===== config.mk =====
export PLATFORM = sky130hd
export DESIGN_NAME = lru_page_replacement_core
export DESIGN_NICKNAME = d
export VERILOG_FILES = /design/src/hdl/lrupr_pkg.sv /design/src/hdl/lru_page_replacement_core.sv /design/src/hdl/lrupr_datapath.sv /design/src/hdl/lrupr_ctrl.sv
export SDC_FILE = /design/constraint.sdc
export NUM_CORES = 1
export LEC_CHECK = 0
export BUFFER_PORTS_ARGS = -buffer_cell sky130_fd_sc_hd__clkbuf_2
export CORE_MARGIN = 8
export CORE_UTILIZATION = 32
export DETAILED_ROUTE_END_ITERATION = 10
export HOLD_SLACK_MARGIN = 0.03
export SLEW_MARGIN = 0
export SYNTH_ARGS = -nofsm -noshare
export SYNTH_HDL_FRONTEND = slang
export SYNTH_HIERARCHICAL = 1
export SYNTH_SLANG_ARGS = --single-unit

===== constraint.sdc =====
create_clock -name clk_i -period 4.5 [get_ports clk_i]
set_input_delay 0.225 -clock clk_i [delete_from_list [all_inputs] [get_ports clk_i]]
set_output_delay 0.225 -clock clk_i [all_outputs]
set_load 0.02 [all_outputs]

===== src/hdl/lrupr_pkg.sv =====
// ----------------------------------------------------------------------------
// LRU page replacement package
// Request and response payloads, operation and status codes, and the
// command group between the controller and the datapath.
// ----------------------------------------------------------------------------
`default_nettype none

package lrupr_pkg;

  localparam int unsigned PAGE_NUMBER_BITS = 27;

  typedef enum logic [1:0] {
    OP_ACCESS = 2'd0,
    OP_MAP    = 2'd1,
    OP_EVICT  = 2'd2
  } op_e;

  typedef enum logic [1:0] {
    ST_DONE  = 2'd0,
    ST_FULL  = 2'd1,
    ST_EMPTY = 2'd2
  } status_e;

  typedef logic [PAGE_NUMBER_BITS-1:0] page_t;

  typedef struct packed {
    logic [1:0] operation;
    page_t      page_number;
  } req_t;

  typedef struct packed {
    logic    hit;
    page_t   victim_page;
    status_e status;
  } rsp_t;

  typedef struct packed {
    logic load;
    logic compare;
    logic update;
  } cmd_t;

endpackage

`default_nettype wire


===== src/hdl/lru_page_replacement_core.sv =====
// ----------------------------------------------------------------------------
// LRU page replacement core
// Keeps resident pages in recency order; access, map and evict requests.
// ----------------------------------------------------------------------------
// An accepted request is compared, then updated once the response register is free.
// A new request is taken only in idle, after the last one ends its load/compare/update sequence.
// The response register lets a new request be taken while a response waits.
// Reset: asynchronous, active low; clears occupancy and handshake state.
// Page slots are not cleared; only occupied slots are ever read.
`default_nettype none

module lru_page_replacement_core #(
  parameter int unsigned FRAMES = 8
) (
  input  wire logic            clk_i,
  input  wire logic            rst_ni,
  input  wire logic            in_valid_i,
  output logic                 in_ready_o,
  input  wire lrupr_pkg::req_t in_req_i,
  output logic                 out_valid_o,
  input  wire logic            out_ready_i,
  output lrupr_pkg::rsp_t      out_rsp_o
);

  lrupr_pkg::cmd_t cmd;

  lrupr_ctrl u_ctrl (
    .clk_i       (clk_i),
    .rst_ni      (rst_ni),
    .in_valid_i  (in_valid_i),
    .in_ready_o  (in_ready_o),
    .out_valid_o (out_valid_o),
    .out_ready_i (out_ready_i),
    .cmd_o       (cmd)
  );

  lrupr_datapath #(
    .FRAMES (FRAMES)
  ) u_datapath (
    .clk_i  (clk_i),
    .rst_ni (rst_ni),
    .cmd_i  (cmd),
    .req_i  (in_req_i),
    .rsp_o  (out_rsp_o)
  );

endmodule

`default_nettype wire


===== src/hdl/lrupr_datapath.sv =====
// ----------------------------------------------------------------------------
// LRU page replacement datapath
// Recency stack of page registers with parallel lookup, move-to-front,
// insert-at-front and evict from the tail, plus the response register.
// ----------------------------------------------------------------------------
`default_nettype none

module lrupr_datapath #(
  parameter int unsigned FRAMES = 8,
  localparam int unsigned CW = $clog2(FRAMES + 1)
) (
  input  wire logic           clk_i,
  input  wire logic           rst_ni,
  input  wire lrupr_pkg::cmd_t cmd_i,
  input  wire lrupr_pkg::req_t req_i,
  output lrupr_pkg::rsp_t     rsp_o
);

  lrupr_pkg::req_t  req_q;
  lrupr_pkg::page_t slot_q [FRAMES];
  lrupr_pkg::page_t slot_d [FRAMES];
  logic [CW-1:0]    cnt_q, cnt_d;
  logic [FRAMES-1:0] valid;
  logic [FRAMES-1:0] match_d, match_q;
  logic [FRAMES-1:0] hitmask_d, hitmask_q;
  logic [FRAMES-1:0] insmask;
  logic [FRAMES-1:0] shift;
  logic             front;
  logic             hit_q;
  lrupr_pkg::page_t victim_d, victim_q;
  lrupr_pkg::rsp_t  rsp_q, rsp_d;

  always_comb begin
    victim_d = '0;
    insmask  = '0;
    for (int i = 0; i < FRAMES; i++) begin
      valid[i]   = CW'(i) < cnt_q;
      match_d[i] = valid[i] && (slot_q[i] == req_q.page_number);
      if (cnt_q == CW'(i + 1)) begin
        victim_d = slot_q[i];
      end
    end
    for (int i = 0; i < FRAMES; i++) begin
      hitmask_d[i] = |(match_d >> i);
    end
    for (int i = 1; i < FRAMES; i++) begin
      insmask[i] = valid[i-1];
    end
  end

  always_comb begin
    cnt_d = cnt_q;
    rsp_d = rsp_q;
    shift = '0;
    front = 1'b0;
    if (cmd_i.update) begin
      rsp_d.hit         = 1'b0;
      rsp_d.victim_page = '0;
      rsp_d.status      = lrupr_pkg::ST_DONE;
      unique case (req_q.operation)
        lrupr_pkg::OP_ACCESS: begin
          if (hit_q) begin
            shift     = hitmask_q;
            front     = 1'b1;
            rsp_d.hit = 1'b1;
          end
        end
        lrupr_pkg::OP_MAP: begin
          if (hit_q) begin
            shift     = hitmask_q;
            front     = 1'b1;
            rsp_d.hit = 1'b1;
          end else if (cnt_q == CW'(FRAMES)) begin
            rsp_d.status = lrupr_pkg::ST_FULL;
          end else begin
            shift = insmask;
            front = 1'b1;
            cnt_d = cnt_q + CW'(1);
          end
        end
        lrupr_pkg::OP_EVICT: begin
          if (cnt_q == '0) begin
            rsp_d.status = lrupr_pkg::ST_EMPTY;
          end else begin
            cnt_d             = cnt_q - CW'(1);
            rsp_d.victim_page = victim_q;
          end
        end
        default: ;
      endcase
    end
    for (int i = 0; i < FRAMES; i++) begin
      slot_d[i] = slot_q[i];
    end
    for (int i = 1; i < FRAMES; i++) begin
      if (shift[i]) begin
        slot_d[i] = slot_q[i-1];
      end
    end
    if (front) begin
      slot_d[0] = req_q.page_number;
    end
  end

  always_ff @(posedge clk_i or negedge rst_ni) begin
    if (!rst_ni) begin
      cnt_q <= '0;
    end else begin
      cnt_q <= cnt_d;
    end
  end

  always_ff @(posedge clk_i) begin
    if (cmd_i.load) begin
      req_q <= req_i;
    end
    if (cmd_i.compare) begin
      match_q   <= match_d;
      hitmask_q <= hitmask_d;
      hit_q     <= |match_d;
      victim_q  <= victim_d;
    end
    for (int i = 0; i < FRAMES; i++) begin
      slot_q[i] <= slot_d[i];
    end
    rsp_q <= rsp_d;
  end

  assign rsp_o = rsp_q;

  a_cnt_bound: assert property (@(posedge clk_i) disable iff (!rst_ni)
    cnt_q <= CW'(FRAMES))
    else $error("occupancy exceeds frame count");

  a_unique_match: assert property (@(posedge clk_i) disable iff (!rst_ni)
    cmd_i.compare |=> $onehot0(match_q))
    else $error("page held in more than one slot");

  a_evict_empty: assert property (@(posedge clk_i) disable iff (!rst_ni)
    cmd_i.update && req_q.operation == lrupr_pkg::OP_EVICT && cnt_q == '0
    |=> rsp_q.status == lrupr_pkg::ST_EMPTY && cnt_q == '0)
    else $error("evict on empty table mishandled");

endmodule

`default_nettype wire


===== src/hdl/lrupr_ctrl.sv =====
// ----------------------------------------------------------------------------
// LRU page replacement controller
// Sequences each request through load, compare and update, and owns the
// input and output handshakes.
// ----------------------------------------------------------------------------
`default_nettype none

module lrupr_ctrl (
  input  wire logic            clk_i,
  input  wire logic            rst_ni,
  input  wire logic            in_valid_i,
  output logic                 in_ready_o,
  output logic                 out_valid_o,
  input  wire logic            out_ready_i,
  output lrupr_pkg::cmd_t      cmd_o
);

  typedef enum logic [1:0] {
    S_IDLE,
    S_CMP,
    S_UPD
  } state_e;

  state_e state_q, state_d;
  logic   out_valid_q, out_valid_d;
  logic   fire;

  assign fire = (state_q == S_UPD) && (!out_valid_q || out_ready_i);

  always_comb begin
    state_d     = state_q;
    out_valid_d = out_valid_q;
    if (out_valid_q && out_ready_i) begin
      out_valid_d = 1'b0;
    end
    unique case (state_q)
      S_IDLE: begin
        if (in_valid_i) begin
          state_d = S_CMP;
        end
      end
      S_CMP: begin
        state_d = S_UPD;
      end
      S_UPD: begin
        if (fire) begin
          state_d     = S_IDLE;
          out_valid_d = 1'b1;
        end
      end
      default: state_d = S_IDLE;
    endcase
  end

  always_ff @(posedge clk_i or negedge rst_ni) begin
    if (!rst_ni) begin
      state_q     <= S_IDLE;
      out_valid_q <= 1'b0;
    end else begin
      state_q     <= state_d;
      out_valid_q <= out_valid_d;
    end
  end

  assign in_ready_o    = (state_q == S_IDLE);
  assign out_valid_o   = out_valid_q;
  assign cmd_o.load    = in_valid_i && in_ready_o;
  assign cmd_o.compare = (state_q == S_CMP);
  assign cmd_o.update  = fire;

  a_update_shows: assert property (@(posedge clk_i) disable iff (!rst_ni)
    cmd_o.update |=> out_valid_o)
    else $error("response not presented after update");

  a_no_overwrite: assert property (@(posedge clk_i) disable iff (!rst_ni)
    cmd_o.update |-> (!out_valid_q || out_ready_i))
    else $error("pending response overwritten");

  a_load_compare: assert property (@(posedge clk_i) disable iff (!rst_ni)
    cmd_o.load |=> cmd_o.compare)
    else $error("accepted request not compared");

endmodule

`default_nettype wire

==> Word-level counts from Yosys, hierarchy flattened <==
Memory sizes are Yosys's and may differ from the RTL's.
Index checks and enable logic that the tools add are counted.
{ "word_totals": {"regBits": 102, "ramBits": 216, "inputBits": 33, "mem_count": 1} }
{ "classes": {"addsub": 2, "order_cmp": 8, "n_eq_ne": 25, "mux": 40, "bitwise": 1, "n_reduce_logical": 28} }
{ "mem_list": {"columns": ["name", "depth", "word_bits", "rd", "rd_clocked_by_memory_dff", "wr", "line", "text"], "rows": [
  ["u_datapath.slot_q", 8, 27, 8, 0, 8, "lrupr_datapath.sv:20", "lrupr_pkg::page_t slot_q [FRAMES];"]
]} }
{ "op_table": {"columns": ["operator", "n"], "rows": [
  ["27-bit 2-to-1 mux", 16],
  ["27-bit == test", 8],
  ["8-bit 2-to-1 mux", 4],
  ["4-bit by 3-bit == test with 1-bit output (second input constant)", 4],
  ["3-bit by 4-bit less-than comparator with 1-bit output (first input constant)", 4],
  ["8-bit one-hot mux with 2 select lines", 1],
  ["4-bit 2-to-1 mux", 3],
  ["1-bit logical AND", 11],
  ["1-bit 2-to-1 mux", 9],
  ["4-bit by 2-bit == test with 1-bit output (second input constant)", 2],
  ["1-bit by 4-bit less-than comparator with 1-bit output (first input constant)", 2],
  ["2-bit by 4-bit less-than comparator with 1-bit output (first input constant)", 2],
  ["2-bit != test (second input constant)", 4],
  ["4-bit one-hot mux with 2 select lines", 1],
  ["8-bit OR reduction", 1],
  ["7-bit OR reduction", 1],
  ["2-bit 2-to-1 mux", 3],
  ["2-bit one-hot mux with 3 select lines", 1],
  ["2-bit OR reduction", 3],
  ["6-bit OR reduction", 1],
  ["5-bit AND reduction", 1],
  ["5-bit OR reduction", 1],
  ["4-bit by 1-bit adder with 4-bit output (second input constant)", 1],
  ["2-bit by 1-bit == test with 1-bit output (second input constant)", 2],
  ["other kinds (16)", 18]
]} }

==> Depth between registers and ports, before layout <==
{ "depth": {"ltp_word": 9, "mapped_depth": 10, "depth_no_buf": 8} }

==> Modules after synthesis <==
Netlist, hierarchy kept.
{ "by_module_without_submodules": {"columns": ["mod", "instances", "cells_per_inst", "area_each_um2", "seq_area_each_um2"], "rows": [
  ["lrupr_datapath", 1, 1002, 14341.3, 9409.0],
  ["lrupr_ctrl", 1, 13, 140.1, 75.1]
]} }

==> Least setup slack after synthesis <==
OpenSTA, ideal clock, no wires.
{ "synth_timing": {"path_kind": "register -> register", "start": "reg u_datapath/cnt_q[0] (netlist name)", "end": "mem u_datapath/slot_q[1][27] (netlist name) (enable)", "arrival_time_ps": 3686, "setup_slack_ps": 361, "stages_incl_launch_ff": 8, "path_buffers": 2, "cell_sequence": "dfrtp_1 clkbuf_1 inv_1 ha_1 and2_1 buf_4 or3_1 a21boi_0"} }
{ "synth_lines": {"columns": ["element", "line"], "rows": [
  ["to (decl)", "lrupr_datapath.sv:20"]
]} }

==> Worst setup path after layout <==
{ "layout_timing": {"start": "reg u_datapath.cnt_q[0]", "end": "reg u_datapath.victim_q[24], data pin"} }
{ "layout_via": {"elab_chain_len": 9, "elab_cells_between_ends": 16} }
{ "layout_lines": {"columns": ["element", "line", "text"], "rows": [
  ["from (decl)", "lrupr_datapath.sv:22", "logic [CW-1:0] cnt_q, cnt_d;"],
  ["from (signal assigned)", "lrupr_datapath.sv:109", "cnt_q <= cnt_d;"],
  ["4-bit by 1-bit == test with 1-bit output", "lrupr_datapath.sv:39", "if (cnt_q == CW'(i + 1)) begin"],
  ["27-bit 2-to-1 mux (7 in series)", "lrupr_datapath.sv:39", null],
  ["27-bit 2-to-1 mux (*)", "lrupr_datapath.sv:39", null],
  ["net u_datapath.victim_d[24]", "lrupr_datapath.sv:30", "lrupr_pkg::page_t victim_d, victim_q;"],
  ["to (signal assigned)", "lrupr_datapath.sv:121", "victim_q <= victim_d;"],
  ["to (decl)", "lrupr_datapath.sv:30", null]
]} }
The timed path passes the listed nets; every way through them passes the cells marked *.
A chain may end at the register's enable or synchronous reset.

==> results.md <==
* Synth Instances at 1015
* EDFF count, synth at 310
* Share of total power in combinational logic at 26.6%
* Reg2Reg Depth at 7
* Setup slack after layout at 1.124 ns
* GPL Wtd Cong at 0.9189
* Clock-pin slew on the worst setup and hold paths at 0.06 ns
* CTS sink count at 317
* Layout fillers at 4249
* Std cell rows at 78
* Final period util at 75.03%
* DRT Pass-1 Iters at 5
* Worst slew pin tran at 1.302 ns
* CP Class: register to register
* Avg Cell Area, Syn at 14.27 um^2
* Setup crit start: u_datapath/cnt_q[0]
* Area occupied by multi-input gates at 4591 um^2
* CTS Buffer Depth at 3
* Hold Crit Class: primary input to asynchronous set/reset pin
* Layout Nets at 1137
* Routed WL at 41080 um
* Critical Path Max Stage Delay at 0.72 ns
* Reg2reg setup slack at 1.12 ns
* Die extent in y at 228.7 um
* H-tree depth at 2
* Sequential element share of the synthesized area at 65.49%
* Register area at 9484 um^2
* Top_reg_cell synth: edfxtp_1
* Final core occ at 36.96%
* Total negative setup slack at 0 ns
* CTS root buffer: clkbuf_16
* Pleak at 5.587 nW
* Grt total ovfl at 0
* NetSw at 0.002977 W
* Crit path time final at 3.376 ns
* Number of I/O pins at 65
* Dpl ws at 1.234 ns
* Startpoint types: register
* Slew headroom at 13.18%
* Share of post-route cells with drive strength above 1 at 13.14%
* WP buf/inv at 1
* Die W at 228.7 um
* Drt via density at 5.256
* Final Max Slew Viols at 0
* Final Setup Violations at 0
* Critical Path, Cell by Cell: inv_1 > ha_1 > nand2_2 > nand3_2 > o221ai_1 > a31oi_1 > o22a_1
* Fmax at 0.2962 GHz
* Critical R2R Launch: u_datapath/cnt_q[0]
* Worst clock skew at 0.03107 ns
* Starting Density at 32.19%
* PD cells at 551.1 nW/um^2
* Critical path peak fanout at 28
* Sequential cell fraction of total power at 45.2%
* Cell family with the largest share of critical-path delay: simple AND/OR/NAND/NOR gates
* Vias post-DR at 9035
* Synthesized area at 14480 um^2
* Wire per inst at 23.90 um
* Vias in the first global route at 9005
* Synth area leader: edfxtp_1
* ANT cells at 0
* Area growth syn-to-layout at 14.83%
* Detailed Place HPWL at 30430 um
* First-pass GRT wire length at 60530 um
* Crit-path slowest cell: nand3_2
* Iter 0 DRT Violations at 1020
* WP data required at 4.78 ns
* Initial antenna violation count at 0
* Yosys reg bits at 317
* Die Area at 52320 um^2
* CTS tree: done
* CP endpoint kind: register
* Synth top area share at 64.28%
* Internal power at 0.006188 W
* Async SR Flop Fraction at 2.208%
* WP depth at 7
* Worst-skew pair later-pin latency at 0.53 ns
* Unique masters post-synth at 54
* Switching portion of total power at 32.48%
* Clock power share at 28.2%
* DR DRC count at 0
* Ys Warns at 6
* Largest net degree at the start of global routing at 56
* Status: finished, final reports clean
* RSZ-0062 raised after global routing: no
* DRT antenna net count at 0
* Core Region at 44990 um^2
* Post-Syn Nets at 1056
* GRT Util Overall at 15.24%
* Number of max-cap violations at 0
* IO Port Bufs at 64
* CP arrival at 3.65 ns
* Peak supply drop at 278.1 uV
* Num CTS Buffers at 35
* Synth top area cells: edfxtp_1 64%, xnor2_1 7.5%, xor2_1 5.6%
* Final Hold Fails at 0
* Total setup buffers inserted after CTS at 0
==> state kept, by name, indices dropped and copies added, names as in the netlist <==
signal                flops
u_datapath/slot_q       216
u_ctrl/out_valid_o        1
u_datapath/victim_q      27
u_ctrl/state_q            2
u_datapath/req_q         29
u_datapath/hitmask_q      8
u_datapath/rsp_o         30
u_datapath/cnt_q          4
==> cell usage after synthesis (2+ instances only) <==
cell,n
xnor2_2,4
or3_1,2
nand4_1,40
dfrtp_1,7
and3_1,28
a21boi_0,4
nor3_1,2
o21ai_0,8
ha_1,8
buf_4,6
nor2_1,9
and2_1,6
inv_1,7
nand2b_1,4
o21ai_1,21
nor3_2,2
o221ai_1,27
nor4_1,25
buf_2,30
o311ai_0,2
nand3_1,6
xnor2_1,124
clkbuf_1,18
nand2_1,92
a31oi_1,27
buf_6,13
nor2_2,2
xor2_1,92
a221o_1,27
o22a_1,27
nor2b_1,7
edfxtp_1,310
or4_4,2
a21oi_1,6
==> path summary, 6_finish.rpt <==
kind,to
worst min-delay path,u_datapath/cnt_q[2]
worst min register to register,u_datapath/slot_q[1][0]
worst max-delay path,u_datapath/victim_q[24]
worst max register to register,u_datapath/victim_q[24]
max in group asynchronous,u_ctrl/state_q[0]
min in group clk_i,u_datapath/req_q[10]
==> power by group through the flow <==
stage / sequential, W / combinational, W / clock (W)
2_1_floorplan: 0.00399 / 0.00179 / 0
3_3_place_gp: 0.00419 / 0.00237 / 0
3_5_place_dp: 0.00419 / 0.00240 / 0
4_1_cts: 0.00413 / 0.00244 / 0.00265
5_1_grt: 0.00417 / 0.00264 / 0.00275
6_report: 0.00414 / 0.00244 / 0.00258
==> per-layer routing <==
metal / share of wire [%] / wire length, um / GRT usage (%)
met5: 0 / 0 / 0
met4: 4.4 / 1798 / 6.998
met3: 8.2 / 3360 / 2.556
met2: 44 / 18180 / 22.94
met1: 43 / 17750 / 21.26
==> what timing repair did <==
| action | 4_1_cts | 5_1_grt |
|---|---|---|
| hold buffers | 32 | 0 |
| gates resized for setup | 0 | 0 |
| hold endpoints to repair | 38 | 0 |
==> kinds of logic (layout without fill, tap and decap cells) <==
kind of cell	after synthesis	after routing	synth area share, %
flip-flops	317	317	65.49
XOR/XNOR	220	220	13.51
multiplexers	1	1	0.06912
AO/OA/AOI/OAI	155	155	8.191
adder cells (fa/ha/maj)	8	8	0.6912
AND/OR/NAND/NOR	238	238	8.977
buffers and inverters	76	180	3.067
==> worst register-to-register path: stages, from the launching register on <==
cell and delay (ns):
dfrtp_1 0.58, inv_1 0.16, ha_1 0.32, nand2_2 0.52
nand3_2 0.72, o221ai_1 0.44, a31oi_1 0.15, o22a_1 0.25
==> placed cells by master, fill, tap and decap left out, types with 6 or more instances in the layout <==
| cell type | instances |
|---|---|
| dlygate4sd3_1 | 32 |
| nand4_1 | 40 |
| buf_4 | 17 |
| clkbuf_1 | 13 |
| and2_1 | 6 |
| a31oi_1 | 27 |
| a221o_1 | 27 |
| xnor2_1 | 124 |
| clkinv_1 | 8 |
| o21ai_1 | 21 |
| ha_1 | 8 |
| edfxtp_1 | 310 |
| dfrtp_1 | 7 |
| nor4_1 | 25 |
| a21oi_1 | 6 |
| xor2_1 | 92 |
| nor2_1 | 9 |
| and3_1 | 28 |
| o21ai_0 | 8 |
| o221ai_1 | 27 |
| nand2_1 | 92 |
| clkbuf_2 | 64 |
| o22a_1 | 27 |
| inv_1 | 7 |
| nand3_1 | 6 |
| clkbuf_16 | 36 |
==> metrics by stage <==
step	cell area, um^2	power, W	hold WS [ns]	instances
after floorplan	14480	0.005775	-0.07059	1015
after global placement	15300	0.006561	0.08080	1627
after detailed placement	15300	0.006591	0.07930	1627
after CTS	16630	0.009218	0.07334	1719
after global routing	16630	0.009570	0.09930	1719
final	16630	0.009164	0.07861	1719
==> layout make-up <==
cell class                      count  share of cell area [%]
Clock buffer                       49                   5.711
Clock inverter                     11                  0.3611
Inverter                            7                  0.1580
Multi-Input combinational cell    622                   27.61
Sequential cell                   317                   57.03
Tap cell                          600                   4.514
Timing Repair Buffer              113                   4.620
Power figures use the tool's default switching activity.
